File: config.mk
export PLATFORM = sky130hd
export DESIGN_NAME = run_length_marker_encoder_top
export DESIGN_NICKNAME = d
export VERILOG_FILES = /design/src/hw/rtl/rlme_pkg.sv /design/src/hw/rtl/run_length_marker_encoder_top.sv
export VERILOG_INCLUDE_DIRS = /design/src /design/src/hw/rtl
export SDC_FILE = /design/constraint.sdc
export NUM_CORES = 1
export LEC_CHECK = 0
export ABC_AREA = 0
export ABC_CLOCK_PERIOD_IN_PS = 4350
export BUFFER_PORTS_ARGS = -buffer_cell sky130_fd_sc_hd__clkbuf_2
export CAP_MARGIN = 20
export CORE_AREA = 2 2 93 140
export CTS_CLUSTER_DIAMETER = 150
export DETAILED_ROUTE_END_ITERATION = 8
export DIE_AREA = 0 0 95 142
export PLACE_DENSITY_LB_ADDON = 0.05
export SLEW_MARGIN = 0
export SYNTH_ARGS = -nofsm -noshare
export SYNTH_HDL_FRONTEND = slang
export SYNTH_SLANG_ARGS = --single-unit
File: constraint.sdc
create_clock -name aclk -period 4.35 [get_ports aclk]
set_clock_uncertainty 0.05 [all_clocks]
set_input_delay 0.6525 -clock aclk [delete_from_list [all_inputs] [get_ports aclk]]
set_output_delay 0.6525 -clock aclk [all_outputs]
set_load 0.03 [all_outputs]
File: src/hw/rtl/assert_macros.svh
// assertion macros used by the encoder top rtl file
`ifndef ASSERT_MACROS_SVH
`define ASSERT_MACROS_SVH

// checked property, ignored while reset is held
`define ASSERT_CLKD(lbl, clk, rstn, prop, msg) \
    lbl: assert property (@(posedge clk) disable iff (!rstn) prop) else $error(msg);

// checked property, also checked during reset
`define ASSERT_ALWAYS(lbl, clk, prop, msg) \
    lbl: assert property (@(posedge clk) prop) else $error(msg);

`endif

File: src/hw/rtl/rlme_pkg.sv
// constants and types for the run length marker encoder
`default_nettype none

package rlme_pkg;

    localparam int BYTE_W = 8;
    localparam int RUN_W = 4;
    localparam int MAX_BEATS = 4;
    localparam int BEAT_CNT_W = 3;
    localparam int SLOT_IDX_W = 2;

    localparam logic [RUN_W-1:0] MAX_RUN = RUN_W'(9);
    localparam logic [BYTE_W-1:0] DIGIT_ZERO = 8'h30;
    localparam logic [BYTE_W-1:0] MARKER_RESET = 8'h23;

    // one encoded beat as it waits in the output queue
    typedef struct packed {
        logic [BYTE_W-1:0] out_byte;
        logic              last_of_step;
        logic              message_done;
    } beat_t;

endpackage

`default_nettype wire

File: src/hw/rtl/run_length_marker_encoder_top.sv
// run length marker encoder: input decode, run tracking and output beat queue
// results of an input beat reach the master side in the cycle after acceptance
// throughput: one input beat per cycle if it closes no run or yields one beat and m_tready
// is high; else one cycle per output beat (up to 4), set by the one-byte output channel
// reset: aresetn synchronous active low; clears the open run, the queue and sets marker to '#'
`default_nettype none
`include "assert_macros.svh"

module run_length_marker_encoder_top (
    input  wire logic                       aclk,
    input  wire logic                       aresetn,
    // configuration write: marker byte
    input  wire logic                       cfg_wr_en,
    input  wire logic [rlme_pkg::BYTE_W-1:0] cfg_wr_data,
    // slave side
    input  wire logic                       s_tvalid,
    output logic                            s_tready,
    input  wire logic [rlme_pkg::BYTE_W-1:0] s_tdata,   // [7:0] data_byte
    input  wire logic                       s_tlast,    // end_of_message
    // master side
    output logic                            m_tvalid,
    input  wire logic                       m_tready,
    output logic [rlme_pkg::BYTE_W-1:0]     m_tdata,    // [7:0] out_byte
    output logic                            m_tuser,    // [0] last_of_step
    output logic                            m_tlast     // message_done
);

    import rlme_pkg::*;

    // run state and configuration
    logic [BYTE_W-1:0]     marker_reg;
    logic [BYTE_W-1:0]     held_reg, held_next;
    logic [RUN_W-1:0]      run_reg, run_next;
    logic                  pend_reg, pend_next;

    // output beat queue, head always at slot 0
    beat_t                 slot_reg [MAX_BEATS];
    beat_t                 slot_new [MAX_BEATS];
    logic [BEAT_CNT_W-1:0] cnt_reg;
    logic [BEAT_CNT_W-1:0] n_new;

    logic s_accept;
    logic m_accept;
    logic extend;
    logic flush_open;
    logic [BYTE_W-1:0] run2_byte;
    logic [RUN_W-1:0]  run2_len;
    logic [BEAT_CNT_W-1:0] k;

    assign m_tvalid = (cnt_reg != '0);
    assign m_tdata  = slot_reg[0].out_byte;
    assign m_tuser  = slot_reg[0].last_of_step;
    assign m_tlast  = slot_reg[0].message_done;
    assign m_accept = m_tvalid && m_tready;

    // take a new beat when the queue is empty or drains its last beat now
    assign s_tready = (cnt_reg == '0) || ((cnt_reg == BEAT_CNT_W'(1)) && m_tready);
    assign s_accept = s_tvalid && s_tready;

    // same byte grows the open run until it hits the split length
    assign extend     = pend_reg && (s_tdata == held_reg) && (run_reg < MAX_RUN);
    assign flush_open = pend_reg && !extend;

    // run that is open after this beat
    assign run2_byte = extend ? held_reg : s_tdata;
    assign run2_len  = extend ? run_reg + RUN_W'(1) : RUN_W'(1);

    always_comb begin
        for (int i = 0; i < MAX_BEATS; i++) begin
            slot_new[i] = '0;
        end
        k = '0;
        // close the previous run when this byte does not extend it
        if (flush_open) begin
            if (run_reg >= RUN_W'(2)) begin
                slot_new[0].out_byte = marker_reg;
                slot_new[1].out_byte = held_reg;
                slot_new[2].out_byte = DIGIT_ZERO + BYTE_W'(run_reg);
                k = BEAT_CNT_W'(3);
            end else begin
                slot_new[0].out_byte = held_reg;
                k = BEAT_CNT_W'(1);
            end
        end
        n_new = k;
        // end of message closes the open run too; after a flush it is always a single byte
        if (s_tlast) begin
            if ((k == '0) && (run2_len >= RUN_W'(2))) begin
                slot_new[0].out_byte = marker_reg;
                slot_new[1].out_byte = run2_byte;
                slot_new[2].out_byte = DIGIT_ZERO + BYTE_W'(run2_len);
                n_new = BEAT_CNT_W'(3);
            end else begin
                slot_new[k[SLOT_IDX_W-1:0]].out_byte = run2_byte;
                n_new = k + BEAT_CNT_W'(1);
            end
        end
        if (n_new != '0) begin
            slot_new[SLOT_IDX_W'(n_new - BEAT_CNT_W'(1))].last_of_step = 1'b1;
            slot_new[SLOT_IDX_W'(n_new - BEAT_CNT_W'(1))].message_done = s_tlast;
        end
    end

    always_comb begin
        held_next = held_reg;
        run_next  = run_reg;
        pend_next = pend_reg;
        if (s_accept) begin
            if (s_tlast) begin
                held_next = '0;
                run_next  = '0;
                pend_next = 1'b0;
            end else begin
                held_next = run2_byte;
                run_next  = run2_len;
                pend_next = 1'b1;
            end
        end
    end

    always_ff @(posedge aclk) begin
        if (!aresetn) begin
            marker_reg <= MARKER_RESET;
            held_reg   <= '0;
            run_reg    <= '0;
            pend_reg   <= 1'b0;
            cnt_reg    <= '0;
        end else begin
            if (cfg_wr_en) begin
                marker_reg <= cfg_wr_data;
            end
            held_reg <= held_next;
            run_reg  <= run_next;
            pend_reg <= pend_next;
            if (s_accept) begin
                cnt_reg <= n_new;
            end else if (m_accept) begin
                cnt_reg <= cnt_reg - BEAT_CNT_W'(1);
            end
        end
    end

    // queue payload, no reset needed
    always_ff @(posedge aclk) begin
        if (s_accept) begin
            for (int i = 0; i < MAX_BEATS; i++) begin
                slot_reg[i] <= slot_new[i];
            end
        end else if (m_accept) begin
            for (int i = 0; i < MAX_BEATS - 1; i++) begin
                slot_reg[i] <= slot_reg[i+1];
            end
        end
    end

    `ASSERT_CLKD(a_cnt_bound, aclk, aresetn,
        cnt_reg <= BEAT_CNT_W'(MAX_BEATS), "queue count overflow")
    `ASSERT_CLKD(a_done_ends_step, aclk, aresetn,
        (m_tvalid && m_tlast) |-> m_tuser, "message_done without last_of_step")
    `ASSERT_CLKD(a_eom_clears, aclk, aresetn,
        (s_accept && s_tlast) |=> (!pend_reg && m_tvalid),
        "end of message left run open or gave no beat")
    `ASSERT_CLKD(a_run_range, aclk, aresetn,
        (pend_reg ? (run_reg != '0 && run_reg <= MAX_RUN) : (run_reg == '0)),
        "run length out of range")

endmodule

`default_nettype wire
# Yosys cells after proc, flatten, opt, wreduce, memory -nomap -nowiden
# Memories as Yosys holds them, arrays and structs flattened.
# Index checks and enable logic that the tools add are counted.
[word_totals]
ff_bits = 24
output_inout_bits = 12
mem_count = 1
latchBits = 0
word_cells = 84
mem_bits_rw = 40
romBits = 0
input_bits = 22
[classes]
n_div = 0
bitwise = 5
shifts = 0
mux = 42
addsub = 6
order_cmp = 7
eq_ne = 2
n_mul = 0
n_reduce_logical = 16
[mem_list]
columns = ["memory", "words", "width", "read_ports", "rd_ports_with_merged_regs", "wr", "line_no", "source"]
rows = [
  ["slot_reg", 4, 10, 4, 0, 4, "run_length_marker_encoder_top.sv:37", "beat_t slot_reg [MAX_BEATS];"],
]
[op_table]
columns = ["operator", "count"]
rows = [
  ["bitwise mux 40 bit", 3],
  ["2-to-1 mux 40 bit", 2],
  ["2-to-1 mux 8 bit", 9],
  ["demux 10 bit (select 2 bit)", 3],
  ["2-to-1 mux 10 bit", 4],
  ["adder 6 x 4 -> 7 bit (first input constant)", 2],
  ["2-to-1 mux 7 bit", 2],
  ["2-to-1 mux 12 bit", 1],
  ["2-to-1 mux 3 bit", 4],
  ["2-to-1 mux 2 bit", 5],
  ["logical AND 1 bit", 9],
  ["equality test 8 bit", 1],
  [">= comparator 4 x 2 -> 1 bit (second input constant)", 2],
  ["2-to-1 mux 4 bit", 2],
  ["2-to-1 mux 1 bit", 7],
  [">= comparator 3 bit (second input constant)", 2],
  ["zero test 3 bit", 2],
  ["< comparator 3 x 1 -> 1 bit (second input constant)", 2],
  ["inverter 2 -> 3 bit", 2],
  ["nonzero test 3 bit", 2],
  ["adder 4 x 1 -> 4 bit (second input constant)", 1],
  ["< comparator 4 bit (second input constant)", 1],
  ["adder 3 x 1 -> 3 bit (second input constant)", 1],
  ["equality test 3 x 1 -> 1 bit (second input constant)", 1],
  ["other kinds (6)", 8],
]

# Logic depth before layout (Yosys ltp)
# Gate-level depths: netlist of the first run.
[logic_depth]
depth_word = 20
depth_mapped = 10
depth_no_buf = 8

# Worst setup path after synthesis of the first run
# OpenSTA, ideal clock, no wires.
[synth_path]
path_kind = "register to register"
startpoint = "register run_reg[0]"
endpoint = "memory slot_reg[0][2] in the netlist's numbering, data pin"
setup_ns = 0.274
n_path_buf = 1
arrival_time_ns = 1.970
required_time_ns = 4.026
path_slack_ns = 2.056
path_stages_with_launch = 9
period_less_slack_ns = 2.294
path_cell_list = "dfxtp_1 > clkbuf_1 > inv_1 > ha_1 > and3b_1 > a31oi_4 > mux2_2 > nand2_1 > a31oi_1"
[synth_lines]
columns = ["element", "line_no", "source"]
rows = [
  ["from (decl)", "run_length_marker_encoder_top.sv:33", "logic [RUN_W-1:0] run_reg, run_next;"],
  ["from (signal assigned)", "run_length_marker_encoder_top.sv:133", "run_reg <= run_next;"],
  ["to (decl)", "run_length_marker_encoder_top.sv:37", ""],
]

==> impl_metrics.env, run 1 <==
export IMPL_outcome="completed"
export IMPL_drtPass1Iterations=4
export IMPL_clk_pin_slew_ps=60
export IMPL_timing_rr_start="run_reg[0]"
export IMPL_crit_fanout=18
export IMPL_cts_buffer_depth=2
export IMPL_dpl_hpwl_um=6460
export IMPL_drc=0
export IMPL_rr_endpoint="slot_reg[0][5]"
export IMPL_synth_top_area_share_pct=34.25
export IMPL_hold_viol=0
export IMPL_r2r_setup_slack_ps=1380
export IMPL_cts_root_buffer="clkbuf_16"
export IMPL_stdcell_count=536
export IMPL_cts_resized=0
export IMPL_place_area_um2=3810
export IMPL_synth_area_per_cell_um2=9.963
export IMPL_irDropWorstVdd_v=0.0002157
export IMPL_vias=2745
export IMPL_placed_cells=520
export IMPL_overflow=0
export IMPL_post_drt_wl_per_cell_um=18.94
export IMPL_insertedDiodeCount=0
export IMPL_grt_max_degree=34
export IMPL_num_rows=50
export IMPL_finalCriticalPeriod_ps=2972
export IMPL_synth_edf_count=40
export IMPL_end_kind="flop"
export IMPL_grt_pass1_wl_um=15880
export IMPL_dieHeight_um=142
export IMPL_holdCritStartpoint="marker_reg[5]"
export IMPL_cts_tree="done"
export IMPL_seq_area_frac_synth_pct=47.95
export IMPL_yosys_area_top_type="edfxtp_1"
export IMPL_fmax_mhz=336.5
export IMPL_stdcell_area_um2=4146
export IMPL_nNetsFinal=403
export IMPL_numClockSinks=64
export IMPL_p_leak_nw=1.559
export IMPL_die_w_um=95
export IMPL_synth_nets=380
export IMPL_core_area_um2=12320
export IMPL_antenna_found_initial=0
export IMPL_gp_congestion=0.7474
export IMPL_drtIter0Drc=130
export IMPL_fin_tns_setup_ps=0
export IMPL_power_density_nw_per_um2=662.4
export IMPL_worstMarginPinSlew_ps=981.2
export IMPL_first_global_vias=2800
export IMPL_routed_via_density=5.121
export IMPL_setup_viol=0
export IMPL_synthCells=352
export IMPL_cts_buffers=9
export IMPL_syn_cell_area_um2=3507
export IMPL_power_mw=2.747
export IMPL_maxSlewViolCount=0
export IMPL_reg2reg_depth=5
export IMPL_drive_above_1_share_pct=17.37
export IMPL_ctsHoldBuffers=0
export IMPL_min_to="marker_reg[5]"
export IMPL_drt_wl_total_um=10150
export IMPL_synth_warnings=0
export IMPL_grtUsageMet3_pct=4.184
export IMPL_cts_setup_buffers=0
export IMPL_portBuffers=33
export IMPL_layout_setup_ws_ps=1378
export IMPL_htreeDepth=3
export IMPL_hold_depth=2
export IMPL_synth_distinct_cells=46
export IMPL_io_pins=34
export IMPL_synth_area_leaders="edfxtp_1, dfxtp_1, nand2_1"
export IMPL_relSlewSlack_pct=34.10
export IMPL_rsz0062_at_grt="false"
export IMPL_gr_usage_met1_pct=19.16
export IMPL_timing_hold_ws_ps=446.4
export IMPL_yosys_most_used_dff="edfxtp_1"
export IMPL_required_ps=4350
export IMPL_final_antenna_net_count=0
export IMPL_synth_seq_cells=64
export IMPL_place_ws_ps=1236
export IMPL_async_flop_share_pct=0
export IMPL_finish_utilization_pct=33.64
export IMPL_grt_util_all_layers_pct=15.98
export IMPL_grt_met2_usage_pct=27.29
export IMPL_die_area_um2=13490
export IMPL_critPathLaunchType="flop"
export IMPL_clkLatencyLatePin_ps=330
export IMPL_largest_reg_flops=40
export IMPL_grt_busiest_layer="met2"
export IMPL_timing_final_crit_share_pct=68.31
export IMPL_syn_to_final_growth_pct=18.23
export IMPL_start_util_pct=28.46
export IMPL_drv_cap=0
export IMPL_hp_class="flop to flop"
export IMPL_cp_arrival_ps=2970
export IMPL_path_class="flop to flop"
report_power, final:
part | switching, mW | internal (mW) | total (mW)
logic | 0.637 | 0.270 | 0.906
registers | 0.0883 | 0.918 | 1.01
clock network | 0.276 | 0.558 | 0.834
total | 1.00 | 1.75 | 2.75
synth_stat cells, drive strengths merged (2+ instances only):
library cell	count
o21ai	16
buf	6
a41oi	13
ha	6
nand2	49
xnor2	10
nor2	16
o211ai	8
nand3	4
a21boi	3
nand3b	2
edfxtp	40
a21oi	16
nor4	4
o2111ai	2
nand2b	5
a32o	2
nand4	8
mux2	5
nor2b	16
inv	8
mux2i	8
and2	23
a31oi	9
and3	10
a22oi	8
dfxtp	24
clkbuf	19
layout make-up:
class,count,area (µm²)
clock buffer,10,229.0
multi-input combinational,255,1708
timing repair buffer,37,195.2
clock inverter,6,107.6
inverter,8,30.03
tap,156,195.2
fill,1243,8178
sequential,64,1682
metal layers:
layer	up-vias	wire length [µm]
li1	1341	-
met1	1344	4385
met2	47	5270
met3	13	299
met4	0	198
met5	-	0
placed cells by master, fill, tap and decap left out, types with 3 or more instances in the layout:
cell / count
and2_1: 23
a41oi_1: 13
clkbuf_16: 9
a21boi_0: 3
a22oi_1: 8
nor4_4: 3
nand4_1: 7
nand2_1: 49
nor2_1: 15
nand3_1: 4
dfxtp_1: 24
bufinv_16: 3
o211ai_1: 8
and3_1: 10
edfxtp_1: 40
inv_1: 7
xnor2_1: 10
nor2b_1: 16
mux2_2: 5
a31oi_1: 8
clkbuf_2: 33
a21oi_1: 16
buf_4: 4
ha_1: 6
nand2b_1: 5
o21ai_0: 16
mux2i_1: 8
worst max-delay path by stage:
stage / start / to / slack (ps) / cells past startpoint
after global placement: s_tdata[6] / slot_reg[1][9] / 1150 / 7
after CTS: run_reg[0] / slot_reg[0][5] / 1400 / 5
final: run_reg[0] / slot_reg[0][5] / 1380 / 5
after global routing: run_reg[0] / slot_reg[0][5] / 1230 / 5
after detailed placement: s_tdata[6] / slot_reg[1][7] / 1240 / 7
after floorplan: run_reg[0] / slot_reg[0][2] / 2060 / 8
kinds of logic after synthesis:
family                     after synthesis  share of synthesized area (%)
xor gates and xnor gates                10                          2.497
AOI/OAI and AO/OA                       86                          17.77
DFF                                     64                          47.95
and+or+nand+nor                        140                          21.48
adders and majority gates                6                          2.141
muxes                                   13                          3.889
buffers and inverters                   33                          4.281
critical path, stage by stage, from the launching register on:
cell      delay [ps]
dfxtp_1          500
inv_1            140
ha_1             260
or4_1            810
a22oi_1          730
o211ai_1         200
(Power assumes the default switching activity.)
==> run 2: changes to the inputs <==
Settings changed: ABC_CLOCK_PERIOD_IN_PS 4350 to 2800.
Clock period 4.35 ns to 2.8 ns, I/O delays scaled along.
==> run 2 against run 1 <==
Effect of this change: final cell count grew 3.4%; worst hold slack got worse by 200 ps; sequential cell count unchanged; critical path depth rose by 2; sequential power grew 54%; core utilization rose by 0.47 points; power rose by 49%; via count is 2.4% higher; non-clock buffer count up 18; clock power rose by 24%; combinational power rose by 67%; first-iteration DRC count fell by 17%.
==> impl_metrics.env, run 2 (same netlist as run 1, synthesis figures left out) <==
export IMPL_outcome="completed"
export IMPL_portBuffers=33
export IMPL_crit_fanout=10
export IMPL_cts_buffer_depth=2
export IMPL_antenna_found_initial=0
export IMPL_end_kind="flop"
export IMPL_largest_reg_flops=40
export IMPL_cts_setup_buffers=0
export IMPL_cp_arrival_ps=2540
export IMPL_hp_class="input port to flop"
export IMPL_io_pins=34
export IMPL_drtPass1Iterations=4
export IMPL_worstMarginPinSlew_ps=608.6
export IMPL_crit_family="compound AO/OA/AOI/OAI gates"
export IMPL_cts_tree="done"
export IMPL_dieHeight_um=142
export IMPL_clkLatencyLatePin_ps=330
export IMPL_vias=2811
export IMPL_p_leak_nw=1.606
export IMPL_start_util_pct=28.46
export IMPL_fmax_mhz=413.0
export IMPL_timing_final_crit_share_pct=86.47
export IMPL_cts_resized=0
export IMPL_setup_viol=0
export IMPL_finalCriticalPeriod_ps=2421
export IMPL_syn_to_final_growth_pct=19.87
export IMPL_cts_buffers=9
export IMPL_first_global_vias=2936
export IMPL_rsz0062_at_grt="false"
export IMPL_die_w_um=95
export IMPL_drv_cap=0
export IMPL_relSlewSlack_pct=59.43
export IMPL_insertedDiodeCount=0
export IMPL_overflow=0
export IMPL_drtIter0Drc=108
export IMPL_critPathLaunchType="flop"
export IMPL_slowest_stage="o41ai_4"
export IMPL_grt_util_all_layers_pct=17.07
export IMPL_clk_pin_slew_ps=60
export IMPL_drt_wl_total_um=10690
export IMPL_num_fill_cells=1284
export IMPL_post_drt_wl_per_cell_um=19.30
export IMPL_place_ws_ps=258.5
export IMPL_holdCritStartpoint="cfg_wr_data[0]"
export IMPL_htreeDepth=3
export IMPL_irDropWorstVdd_v=0.0002601
export IMPL_dpl_hpwl_um=7190
export IMPL_power_density_nw_per_um2=976.0
export IMPL_regArea_um2=1682
export IMPL_grt_max_degree=34
export IMPL_path_class="flop to flop"
export IMPL_finish_utilization_pct=34.11
export IMPL_drive_above_1_share_pct=20.85
export IMPL_startpoint="run_reg[0]"
export IMPL_num_rows=50
export IMPL_nNetsFinal=421
export IMPL_grt_pass1_wl_um=16930
export IMPL_hold_viol=0
export IMPL_cp_cell_sequence="inv_1 -> ha_1 -> nor4_1 -> a31oi_4 -> o41ai_4 -> nand2_1 -> o211ai_1"
export IMPL_layout_setup_ws_ps=378.9
export IMPL_drc=0
export IMPL_fin_tns_setup_ps=0
export IMPL_mostFrequentLayoutCells="nand2_1, edfxtp_1, clkbuf_2, dfxtp_1, and2_1"
export IMPL_timing_rr_start="run_reg[0]"
export IMPL_gp_congestion=0.7696
export IMPL_core_area_um2=12320
export IMPL_routed_via_density=5.074
export IMPL_worst_path_buf_inv=1
export IMPL_die_area_um2=13490
export IMPL_required_ps=2920
export IMPL_ctsHoldBuffers=0
export IMPL_cp_slowest_stage_delay_ps=510
export IMPL_numClockSinks=64
export IMPL_maxSlewViolCount=0
export IMPL_timing_hold_ws_ps=248.2
export IMPL_final_common_cell="nand2_1"
export IMPL_cts_root_buffer="clkbuf_16"
export IMPL_final_antenna_net_count=0
export IMPL_multi_input_area_um2=1699
==> run 2: changes by cell type in the layout (fill, tap and decap cells not counted) <==
cell | before | now
clkbuf_8 | 0 | 1
clkbuf_1 | 1 | 3
clkinv_2 | 1 | 2
clkinvlp_4 | 0 | 1
nor4_4 | 3 | 2
nor4_2 | 0 | 1
bufinv_16 | 3 | 0
clkinv_4 | 1 | 0
clkinv_1 | 1 | 0
buf_4 | 4 | 22
==> run 2: routing by layer <==
layer  track usage, %  part of all wire, %
met2            29.45                   52
met1            21.05                   44
met4            6.331                  1.8
met5                0                    0
met3            2.913                  2.3
==> run 2: stage by stage <==
stage | cell area [µm²] | total power [mW] | instances
finish | 4204 | 4.103 | 554
global route | 4204 | 4.364 | 554
CTS | 4204 | 4.160 | 554
detailed placement | 3936 | 3.109 | 538
global placement | 3936 | 3.105 | 538
floorplan | 3507 | 2.569 | 352
==> run 2: cell type report <==
type	instances	share of cell area [%]
multi-input combinational	255	40.42
inverter	8	0.7143
sequential	64	40.00
timing repair buffer	55	7.857
clock buffer	13	5.952
tap	156	4.643
clock inverter	3	0.4167
==> run 2: worst paths after layout <==
check	slack [ps]	cells after the start	endpoint
max reg2reg	380	7	slot_reg[0][1]
min	250	3	marker_reg[0]
min reg2reg	460	2	marker_reg[1]
max	380	7	slot_reg[0][1]
==> run 2: where the power goes <==
| group | switching, mW | leakage, nW | internal, mW | total [mW] |
|---|---|---|---|---|
| logic | 1.03 | 0.874 | 0.479 | 1.51 |
| clock network | 0.412 | 0.130 | 0.621 | 1.03 |
| registers | 0.139 | 0.602 | 1.43 | 1.56 |
==> run 2: worst min-delay path: stages <==
cell and delay, ps:
clkbuf_2 70, mux2i_1 50, nand2_1 50
